===== src/rtl/plfr_pkg.sv =====
// Shared types and constants for the pedal link frame receiver.
// No dependencies; imported by the receiver and its port checker.
package plfr_pkg;

	localparam int FRAME_BYTES = 8;
	localparam int CHECK_BYTES = 6;
	localparam int IDLE_W = 17;
	localparam int TIMEOUT_W = 13;
	localparam int TICK_W = 10;
	localparam int FILL_W = $clog2(FRAME_BYTES);
	localparam int ADDR_W = 5;

	// Frame byte positions
	localparam logic [FILL_W-1:0] POS_HDR0 = FILL_W'(0);
	localparam logic [FILL_W-1:0] POS_HDR1 = FILL_W'(1);
	localparam int POS_SEQ = 2;
	localparam int POS_THR_LO = 3;
	localparam int POS_THR_HI = 4;
	localparam int POS_FLAGS = 5;
	localparam int POS_CHECK = 6;
	localparam logic [FILL_W-1:0] POS_TAIL = FILL_W'(FRAME_BYTES - 1);

	// Item kinds
	localparam logic FUNC_BYTE = 1'b0;
	localparam logic FUNC_TICK = 1'b1;

	// Frame event codes
	localparam logic [1:0] FE_NONE = 2'd0;
	localparam logic [1:0] FE_GOOD = 2'd1;
	localparam logic [1:0] FE_BAD = 2'd2;

	// Register indexes (byte address 4*index)
	localparam logic [2:0] REG_HDR0 = 3'd0;
	localparam logic [2:0] REG_HDR1 = 3'd1;
	localparam logic [2:0] REG_TAIL = 3'd2;
	localparam logic [2:0] REG_THR_LIMIT = 3'd3;
	localparam logic [2:0] REG_BRAKE_MASK = 3'd4;
	localparam logic [2:0] REG_TIMEOUT = 3'd5;

	// Register reset values
	localparam logic [7:0] RST_HDR0 = 8'd170;
	localparam logic [7:0] RST_HDR1 = 8'd85;
	localparam logic [7:0] RST_TAIL = 8'd13;
	localparam logic [15:0] RST_THR_LIMIT = 16'd1000;
	localparam logic [7:0] RST_BRAKE_MASK = 8'd1;
	localparam logic [TIMEOUT_W-1:0] RST_TIMEOUT = TIMEOUT_W'(100);

	typedef struct packed {
		logic func;
		logic [7:0] rx_byte;
		logic [TICK_W-1:0] tick_ms;
	} item_t;

	typedef struct packed {
		logic link_online;
		logic [15:0] throttle_pm;
		logic brake_on;
		logic [7:0] flag_bits;
		logic [1:0] frame_event;
		logic [7:0] seq_gap;
		logic [31:0] good_frames;
		logic [31:0] bad_frames;
		logic [31:0] missed_frames;
		logic [31:0] link_losses;
		logic [31:0] bytes_seen;
	} result_t;

endpackage


===== src/rtl/pedal_link_frame_receiver.sv =====
// Pedal link frame receiver: deframer, frame check, link watchdog and statistics.
// Depends on plfr_pkg for the item/result structs, codes and register map.

// One item (received byte or time tick) is taken per clock cycle while item_ready is
// high, and its result appears in the result register in the next cycle. All work for
// an item is done in one pass of logic between the item port and that register, so
// item_ready drops only while a result waits and the consumer holds result_ready low.
// Frames are 8 bytes: two header bytes, sequence, throttle low/high, flags,
// XOR check and trailer. Registers sit at byte addresses 0x00..0x14 (header 0,
// header 1, trailer, throttle limit, brake flag mask, loss timeout in ms) and
// should be written only while no item is in flight.
module pedal_link_frame_receiver
	import plfr_pkg::*;
(
	input logic clk,
	input logic arst_n,
	input logic item_valid,
	output logic item_ready,
	input item_t item,
	output logic result_valid,
	input logic result_ready,
	output result_t result,
	input logic psel,
	input logic penable,
	input logic pwrite,
	input logic [ADDR_W-1:0] paddr,
	input logic [31:0] pwdata,
	output logic [31:0] prdata,
	output logic pready
);

	// Configuration registers
	logic [7:0] hdr0_q, hdr1_q, tail_q, brake_mask_q;
	logic [15:0] thr_limit_q;
	logic [TIMEOUT_W-1:0] timeout_q;

	// Link and frame state
	logic [FILL_W-1:0] fill_q, fill_d;
	logic [7:0] frame_q [0:FRAME_BYTES-2];
	logic [7:0] prev_seq_q, prev_seq_d;
	logic seq_known_q, seq_known_d;
	logic [IDLE_W-1:0] idle_q, idle_d;
	logic online_q, online_d;
	logic [15:0] throttle_q, throttle_d;
	logic brake_q, brake_d;
	logic [7:0] flags_q, flags_d;
	logic [31:0] good_q, good_d, bad_q, bad_d, missed_q, missed_d;
	logic [31:0] losses_q, losses_d, bytes_q, bytes_d;

	logic store_en;
	logic [FILL_W-1:0] store_idx;
	logic [7:0] store_byte;

	logic item_fire;
	logic [1:0] event_d;
	logic [7:0] gap_d;
	logic [7:0] xor_sum;
	logic [15:0] rx_throttle;
	logic [IDLE_W-1:0] idle_cap;
	logic [IDLE_W:0] idle_sum;
	logic now_online;
	logic cfg_write;
	logic [2:0] reg_idx;

	result_t result_q;
	logic result_valid_q;

	assign pready = 1'b1;
	assign reg_idx = paddr[4:2];
	assign cfg_write = psel && penable && pwrite && pready;

	always_ff @(posedge clk or negedge arst_n) begin
		if (!arst_n) begin
			hdr0_q <= RST_HDR0;
			hdr1_q <= RST_HDR1;
			tail_q <= RST_TAIL;
			thr_limit_q <= RST_THR_LIMIT;
			brake_mask_q <= RST_BRAKE_MASK;
			timeout_q <= RST_TIMEOUT;
		end else if (cfg_write) begin
			unique case (reg_idx)
				REG_HDR0: hdr0_q <= pwdata[7:0];
				REG_HDR1: hdr1_q <= pwdata[7:0];
				REG_TAIL: tail_q <= pwdata[7:0];
				REG_THR_LIMIT: thr_limit_q <= pwdata[15:0];
				REG_BRAKE_MASK: brake_mask_q <= pwdata[7:0];
				REG_TIMEOUT: timeout_q <= pwdata[TIMEOUT_W-1:0];
				default: ;
			endcase
		end
	end

	always_comb begin
		unique case (reg_idx)
			REG_HDR0: prdata = {24'd0, hdr0_q};
			REG_HDR1: prdata = {24'd0, hdr1_q};
			REG_TAIL: prdata = {24'd0, tail_q};
			REG_THR_LIMIT: prdata = {16'd0, thr_limit_q};
			REG_BRAKE_MASK: prdata = {24'd0, brake_mask_q};
			REG_TIMEOUT: prdata = {{(32-TIMEOUT_W){1'b0}}, timeout_q};
			default: prdata = 32'd0;
		endcase
	end

	assign item_ready = !result_valid_q || result_ready;
	assign item_fire = item_valid && item_ready;

	// Check over the stored bytes; the tail arrives as the current byte
	always_comb begin
		xor_sum = 8'd0;
		for (int i = 0; i < CHECK_BYTES; i++) begin
			xor_sum = xor_sum ^ frame_q[i];
		end
	end

	assign rx_throttle = {frame_q[POS_THR_HI], frame_q[POS_THR_LO]};
	// Idle cap is ten times the timeout: 8x + 2x
	assign idle_cap = IDLE_W'({timeout_q, 3'b000}) + IDLE_W'({timeout_q, 1'b0});
	assign idle_sum = {1'b0, idle_q} + (IDLE_W+1)'(item.tick_ms);

	always_comb begin
		fill_d = fill_q;
		prev_seq_d = prev_seq_q;
		seq_known_d = seq_known_q;
		idle_d = idle_q;
		online_d = online_q;
		throttle_d = throttle_q;
		brake_d = brake_q;
		flags_d = flags_q;
		good_d = good_q;
		bad_d = bad_q;
		missed_d = missed_q;
		losses_d = losses_q;
		bytes_d = bytes_q;
		store_en = 1'b0;
		store_idx = fill_q;
		store_byte = item.rx_byte;
		event_d = FE_NONE;
		gap_d = 8'd0;
		now_online = 1'b0;

		if (item_fire && item.func == FUNC_BYTE) begin
			bytes_d = bytes_q + 32'd1;
			priority if (fill_q == POS_HDR0) begin
				if (item.rx_byte == hdr0_q) begin
					store_en = 1'b1;
					fill_d = fill_q + FILL_W'(1);
				end
			end else if (fill_q == POS_HDR1 && item.rx_byte != hdr1_q) begin
				// resync: a fresh first header byte restarts the frame at once
				store_en = 1'b1;
				store_idx = POS_HDR0;
				store_byte = hdr0_q;
				fill_d = (item.rx_byte == hdr0_q) ? POS_HDR1 : POS_HDR0;
			end else if (fill_q != POS_TAIL) begin
				store_en = 1'b1;
				fill_d = fill_q + FILL_W'(1);
			end else begin
				fill_d = POS_HDR0;
				if (item.rx_byte != tail_q || xor_sum != frame_q[POS_CHECK]) begin
					bad_d = bad_q + 32'd1;
					event_d = FE_BAD;
				end else begin
					good_d = good_q + 32'd1;
					event_d = FE_GOOD;
					if (seq_known_q) begin
						gap_d = frame_q[POS_SEQ] - prev_seq_q - 8'd1;
						missed_d = missed_q + 32'(gap_d);
					end
					prev_seq_d = frame_q[POS_SEQ];
					seq_known_d = 1'b1;
					throttle_d = (rx_throttle > thr_limit_q) ? thr_limit_q : rx_throttle;
					flags_d = frame_q[POS_FLAGS];
					brake_d = |(frame_q[POS_FLAGS] & brake_mask_q);
					idle_d = '0;
				end
			end
		end else if (item_fire) begin
			idle_d = (idle_sum > {1'b0, idle_cap}) ? idle_cap : idle_sum[IDLE_W-1:0];
			now_online = (idle_d <= IDLE_W'(timeout_q));
			if (online_q && !now_online) begin
				losses_d = losses_q + 32'd1;
				throttle_d = 16'd0;
				brake_d = 1'b1;
				seq_known_d = 1'b0;
			end
			online_d = now_online;
		end
	end

	always_ff @(posedge clk or negedge arst_n) begin
		if (!arst_n) begin
			fill_q <= POS_HDR0;
			prev_seq_q <= 8'd0;
			seq_known_q <= 1'b0;
			idle_q <= '1;
			online_q <= 1'b0;
			throttle_q <= 16'd0;
			brake_q <= 1'b1;
			flags_q <= 8'd0;
			good_q <= 32'd0;
			bad_q <= 32'd0;
			missed_q <= 32'd0;
			losses_q <= 32'd0;
			bytes_q <= 32'd0;
		end else begin
			fill_q <= fill_d;
			prev_seq_q <= prev_seq_d;
			seq_known_q <= seq_known_d;
			idle_q <= idle_d;
			online_q <= online_d;
			throttle_q <= throttle_d;
			brake_q <= brake_d;
			flags_q <= flags_d;
			good_q <= good_d;
			bad_q <= bad_d;
			missed_q <= missed_d;
			losses_q <= losses_d;
			bytes_q <= bytes_d;
		end
	end

	always_ff @(posedge clk) begin
		if (store_en && store_idx != POS_TAIL) begin
			frame_q[store_idx] <= store_byte;
		end
	end

	always_ff @(posedge clk or negedge arst_n) begin
		if (!arst_n) begin
			result_valid_q <= 1'b0;
		end else if (item_ready) begin
			result_valid_q <= item_valid;
		end
	end

	// Hold the result while the consumer stalls
	always_ff @(posedge clk) begin
		if (item_fire) begin
			result_q.link_online <= online_d;
			result_q.throttle_pm <= throttle_d;
			result_q.brake_on <= brake_d;
			result_q.flag_bits <= flags_d;
			result_q.frame_event <= event_d;
			result_q.seq_gap <= gap_d;
			result_q.good_frames <= good_d;
			result_q.bad_frames <= bad_d;
			result_q.missed_frames <= missed_d;
			result_q.link_losses <= losses_d;
			result_q.bytes_seen <= bytes_d;
		end
	end

	assign result_valid = result_valid_q;
	assign result = result_q;

endmodule


===== config.mk =====
export PLATFORM = sky130hd
export DESIGN_NAME = pedal_link_frame_receiver
export DESIGN_NICKNAME = d
export VERILOG_FILES = /design/src/rtl/plfr_pkg.sv /design/src/rtl/pedal_link_frame_receiver.sv
export SDC_FILE = /design/constraint.sdc
export NUM_CORES = 1
export LEC_CHECK = 0
export BUFFER_PORTS_ARGS = -buffer_cell sky130_fd_sc_hd__buf_2
export CAP_MARGIN = 30
export CORE_UTILIZATION = 26
export DETAILED_ROUTE_END_ITERATION = 16
export PLACE_DENSITY_LB_ADDON = 0.25
export SLEW_MARGIN = 25
export SYNTH_ARGS = -nofsm -noshare
export SYNTH_HDL_FRONTEND = slang
export SYNTH_SLANG_ARGS = --single-unit

===== constraint.sdc =====
create_clock -name clk -period 18.2 [get_ports clk]
set_input_delay 0.91 -clock clk [delete_from_list [all_inputs] [get_ports clk]]
set_output_delay 0.91 -clock clk [all_outputs]
set_load 0.02 [all_outputs]

## Yosys cells after proc, flatten, opt, wreduce, memory -nomap -nowiden

Memories as Yosys holds them, arrays and structs flattened.
Index checks and enable logic that the tools add are counted.

| storage, ports and cells | value |
|---|---|
| bits in registers | 473 |
| latch bits | 0 |
| memory bits (writable) | 56 |
| memory bits (read-only) | 0 |
| bits of input ports | 63 |
| memories | 1 |

| cells by class | value |
|---|---|
| add/sub/neg operators | 10 |
| multipliers | 0 |
| divide/modulo/power cells | 0 |
| $lt $le $gt $ge | 3 |
| equal/unequal tests | 17 |
| shift-type cells | 0 |
| muxes and demuxes | 76 |
| bitwise operators | 13 |
| reduce and logical (&&, ||, !) cells | 28 |

Memory list:

| memory | words | bits a word | rd ports | clocked after memory_dff | write ports | line | RTL |
|---|---|---|---|---|---|---|---|
| frame_q | 7 | 8 | 7 | 0 | 1 | pedal_link_frame_receiver.sv:39 | `logic [7:0] frame_q [0:FRAME_BYTES-2];` |

Operators with widths:

| operator | number |
|---|---|
| $mux W32 | 20 |
| $add A32 B1 Y32 const B | 4 |
| $mux W16 | 8 |
| $mux W17 | 7 |
| $pmux W16 S6 | 1 |
| $mux W8 | 8 |
| $xor A8 B8 Y8 | 5 |
| $add A32 B8 Y32 | 1 |
| $mux W1 | 24 |
| $ne A8 B8 Y1 | 3 |
| $mux W3 | 7 |
| $add A17 B10 Y18 | 1 |
| $gt A18 B17 Y1 | 1 |
| $add A16 B14 Y17 | 1 |
| $le A17 B13 Y1 | 1 |
| $gt A16 B16 Y1 | 1 |
| $reduce_and A2 Y1 | 7 |
| $reduce_and A5 Y1 | 2 |
| $and A8 B8 Y8 | 1 |
| $eq A8 B8 Y1 | 1 |
| $ne A2 B2 Y1 const B | 4 |
| $reduce_or A8 Y1 | 1 |
| $sub A8 B1 Y8 const B | 1 |
| $sub A8 B8 Y8 | 1 |
| other kinds (16) | 36 |

## Depth between registers and ports, before layout

An unclocked memory read counts as a cell.

| logic depth | value |
|---|---|
| word-level depth | 13 |
| gate-level depth with buffers | 30 |

## Least setup slack after synthesis

Ideal clock, no wire load.

| timing | value |
|---|---|
| kind | input to register |
| start | input port item_valid |
| end | register idle_q[13] |
| arrival | 11.571 ns |
| required time | 18.099 ns |
| path slack | 6.528 ns |
| stages on the path | 5 |
| buffers on the path | 0 |
| cells stage by stage | inv_1 > nor2_1 > o21ai_1 > a31oi_1 > o22ai_1 |

| on the way | value |
|---|---|
| longest elaborated chain between the ends | 4 |
| elaborated cells between the ends (all ways) | 9 |
| classes of those cells | eq/ne (4); mux (1); reduce/logical (4) |

RTL lines:

| item | line | RTL |
|---|---|---|
| from (decl) | pedal_link_frame_receiver.sv:17 | `input logic item_valid,` |
| $logic_and A1 B1 Y1 * | pedal_link_frame_receiver.sv:106 | `assign item_fire = item_valid && item_ready;` |
| named net item_fire | pedal_link_frame_receiver.sv:54 | `logic item_fire;` |
| $logic_and A1 B1 Y1 | pedal_link_frame_receiver.sv:142 | `if (item_fire && item.func == FUNC_BYTE) begin` |
| $ne A2 B2 Y1 (no source line) / $reduce_bool A2 Y1 (equally long branches) | n/a |  |
| $reduce_and A5 Y1 (no source line) | n/a |  |
| to (signal assigned) | pedal_link_frame_receiver.sv:210 | `idle_q <= idle_d;` |
| to (decl) | pedal_link_frame_receiver.sv:42 | `logic [IDLE_W-1:0] idle_q, idle_d;` |

The timed path passes the listed nets; every way through them passes the cells marked *.
A chain may end at the register's enable or synchronous reset.

## Worst setup path after layout

| timing | value |
|---|---|
| start | register timeout_q[0] |
| end | register result_q, in the netlist result[33] (data pin) |

| on the way | value |
|---|---|
| longest elaborated chain between the ends | 9 |

RTL lines:

| item | line | RTL |
|---|---|---|
| from (decl) | pedal_link_frame_receiver.sv:35 | `logic [TIMEOUT_W-1:0] timeout_q;` |
| from (signal assigned) | pedal_link_frame_receiver.sv:87 | `REG_TIMEOUT: timeout_q <= pwdata[TIMEOUT_W-1:0];` |
| $add A16 B14 Y17 | pedal_link_frame_receiver.sv:118 | `assign idle_cap = IDLE_W'({timeout_q, 3'b000}) + IDLE_W'({timeout_q, 1'b0});` |
| $gt A18 B17 Y1 | pedal_link_frame_receiver.sv:179 | `idle_d = (idle_sum > {1'b0, idle_cap}) ? idle_cap : idle_sum[IDLE_W-1:0];` |
| $mux W17 | pedal_link_frame_receiver.sv:179 |  |
| $le A17 B13 Y1 * | pedal_link_frame_receiver.sv:180 | `now_online = (idle_d <= IDLE_W'(timeout_q));` |
| $logic_not A1 Y1 * | pedal_link_frame_receiver.sv:181 | `if (online_q && !now_online) begin` |
| $logic_and A1 B1 Y1 * | pedal_link_frame_receiver.sv:181 |  |
| $mux W32 * | pedal_link_frame_receiver.sv:181 |  |
| $mux W32 * | pedal_link_frame_receiver.sv:178 | `end else if (item_fire) begin` |
| $mux W32 * | pedal_link_frame_receiver.sv:142 |  |
| named net losses_d[1] | pedal_link_frame_receiver.sv:48 | `logic [31:0] losses_q, losses_d, bytes_q, bytes_d;` |
| to (decl) | pedal_link_frame_receiver.sv:65 | `result_t result_q;` |

Marks and branches as above.

==> impl_metrics.env <==
export IMPL_slowest_delay_ns=0.71
export IMPL_hp_class="primary input to async pin"
export IMPL_num_vias=15743
export IMPL_synth_adder_area_share_pct=4.95
export IMPL_ir_worst_vdd_mv=0.0954
export IMPL_clockBufferDepth=3
export IMPL_core_mm2=0.0917
export IMPL_insertion_delay_ns=0.64
export IMPL_ys_ff_latch=529
export IMPL_ys_flop_type="edfxtp_1"
export IMPL_vias_per_cell=4.61
export IMPL_grt_pass1_vias=15929
export IMPL_synth_async_reset_ratio_pct=52.4
export IMPL_rsz0062_at_grt="false"
export IMPL_dr_first_iter_drc_count=968
export IMPL_clk_pin_slew_ns=0.06
export IMPL_rows=111
export IMPL_utilization_pct=31.7
export IMPL_critPathLaunchType="flip-flop"
export IMPL_fin_area_mm2=0.0291
export IMPL_status="complete, no violations"
export IMPL_cp_max_fo=32
export IMPL_yosys_area_share_simple_pct=11.0
export IMPL_die_area_mm2=0.0939
export IMPL_critPathTopFamily="compound AO/OA/AOI/OAI gates"
export IMPL_p_per_area_mw_per_mm2=128
export IMPL_ys_seq_area_share_pct=60.4
export IMPL_numCtsBuffers=61
export IMPL_chipWidth_um=306
export IMPL_finalMaxSlewViolations=0
export IMPL_area_growth_pct=20.8
export IMPL_grt_max_degree=85
export IMPL_wl_per_cell_um=18.8
export IMPL_synth_xor_area_share_pct=9.52
export IMPL_overflow=0
export IMPL_wl_um=64200
export IMPL_maxCapViolCount=0
export IMPL_placed_area_mm2=0.0268
export IMPL_ios=294
export IMPL_synth_top_family_by_area="simple AND/OR/NAND/NOR gates"
export IMPL_ys_types=70
export IMPL_slew_headroom_pct=38.0
export IMPL_finalNetCount=2328
export IMPL_tightest_slew_ns=0.930
export IMPL_end_kind="flip-flop"
export IMPL_cp_num_buf_inv=4
export IMPL_dr_pass1_iters=5
export IMPL_dp_hpwl_um=46900
export IMPL_whs_ns=0.233
export IMPL_setup_viol=0
export IMPL_most_common_layout_cells="buf_2, edfxtp_1, dfrtp_1"
export IMPL_postSynthCellCount=1878
export IMPL_ant_nets=0
export IMPL_finalCriticalPeriod_ns=7.83
export IMPL_ys_top_cells_by_area="edfxtp_1, dfrtp_1, xnor2_1"
export IMPL_start_util_pct=26.3
export IMPL_synth_edff_count=252
export IMPL_period_share_pct=43.0
export IMPL_crit_arrival_ns=8.18
export IMPL_port_buffers=258
export IMPL_synth_area_mm2=0.0241
export IMPL_holdBufCountCts=0
export IMPL_max_freq_mhz=128
export IMPL_synth_compound_area_share_pct=6.54
export IMPL_antenna_found_initial=7
export IMPL_dpl_worst_slack_ns=10.25
export IMPL_yosysTopAreaCell="edfxtp_1"
export IMPL_fin_skew_ns=0.0423
export IMPL_yosysWarnings=0
export IMPL_grt_util_all_layers_pct=13.6
export IMPL_clock_root_buffer="clkbuf_16"
export IMPL_finalHoldViolCount=0
export IMPL_synth_top_area_share_pct=31.4
export IMPL_cpMaxStageDelayCell="nor2_1"
export IMPL_final_common_cell="buf_2"
export IMPL_drive_gt1_share_pct=23.8
export IMPL_cts_sinks=529
export IMPL_setup_ws_ns=10.37
export IMPL_drc_errors=0
export IMPL_p_leak_uw=0.0125
export IMPL_grt_pass1_wl_um=98500
export IMPL_worstPathRequired_ns=18.55
export IMPL_synth_area_per_cell_um2=12.8
export IMPL_post_cts_buffers=0
export IMPL_cts_max_level=2
export IMPL_fp_dieH_um=306
export IMPL_critPathKind="flip-flop to flip-flop"
export IMPL_finalWeightedCongestion=0.811
export IMPL_tns_ns=0
export IMPL_cts_resized=0
export IMPL_cts_tree="done"
export IMPL_synthMuxAreaShare_pct=4.93
[cell usage after synthesis (12+ instances only)]
cell type / number
a211oi_1: 12
a21o_1: 18
a21oi_1: 45
a22o_1: 13
a22oi_1: 12
and3_1: 37
and4_1: 13
buf_4: 17
clkbuf_1: 42
dfrtp_1: 238
dfstp_2: 39
edfxtp_1: 252
ha_1: 89
inv_1: 78
mux2_2: 72
mux2i_1: 31
nand2_1: 131
nand3_1: 75
nand4_1: 62
nor2_1: 78
nor3_1: 42
nor4_1: 20
o21ai_0: 66
o21bai_1: 12
o22ai_1: 29
xnor2_1: 150
xnor3_1: 12
xor2_1: 81
[stage by stage]
| step | power, uW | cells |
|---|---|---|
| after floorplan | 2130 | 1893 |
| after detailed placement | 2410 | 3294 |
| final | 3720 | 3412 |
| after global routing | 3940 | 3411 |
| after global placement | 2390 | 3292 |
| after CTS | 3770 | 3410 |
[cell type report]
type	instances	area, um^2
sequential	529	14500
tap	1186	1480
fill	9164	62600
inverter	78	293
timing repair buffer	284	1530
clock inverter	43	568
antenna	1	2.50
clock buffer	73	1650
multi-input combinational	1218	9020
[path summary, 6_finish.rpt]
check / start / end / slack, ns / cells after the start
worst min register to register: good_q[31] / good_q[31] / 0.46 / 1
max in group asynchronous: arst_n / bytes_q[28] / 15.79 / 3
worst max-delay path: timeout_q[0] / result[33] / 10.37 / 27
min in group clk: good_q[31] / good_q[31] / 0.46 / 1
worst max register to register: timeout_q[0] / result[33] / 10.37 / 27
worst min-delay path: arst_n / flags_q[4] / 0.23 / 1
[routing by layer]
layer,GRT usage [%],up-vias,routed length [um]
li1,-,7407,-
met1,19.2,7865,30400
met2,21.5,381,29400
met3,2.39,90,3050
met4,3.43,0,1320
met5,0,-,0
[report_power, final]
| group | switching, uW | total, uW | internal (uW) |
|---|---|---|---|
| registers | 84.1 | 1460 | 1380 |
| clock network | 526 | 1330 | 809 |
| logic | 572 | 923 | 352 |
| total | 1180 | 3720 | 2540 |
[worst register-to-register path: cells and delay by family (launching register included)]
| family | cells | cell delay (ns) |
|---|---|---|
| compound gates | 11 | 2.43 |
| simple gates | 5 | 1.33 |
| fa+ha+maj | 4 | 1.21 |
| buf+inv | 4 | 1.04 |
| mux | 2 | 0.70 |
| flops | 1 | 0.48 |
| xor+xnor | 1 | 0.39 |
[registers in the layout, summed over array words and instances (netlist names), 17 cells and up]
register and count:
result 196, losses_q 32, bad_q 32, good_q 32
frame_q 56, missed_q 32, bytes_q 32, idle_q 17
[cell families after synthesis]
family	Yosys count
AO/OA/AOI/OAI	248
buffers and inverters	146
flip-flops	529
adder cells (fa/ha/maj)	93
other	2
XOR/XNOR	243
AND/OR/NAND/NOR	511
multiplexers	106
(Power assumes the default switching activity.)
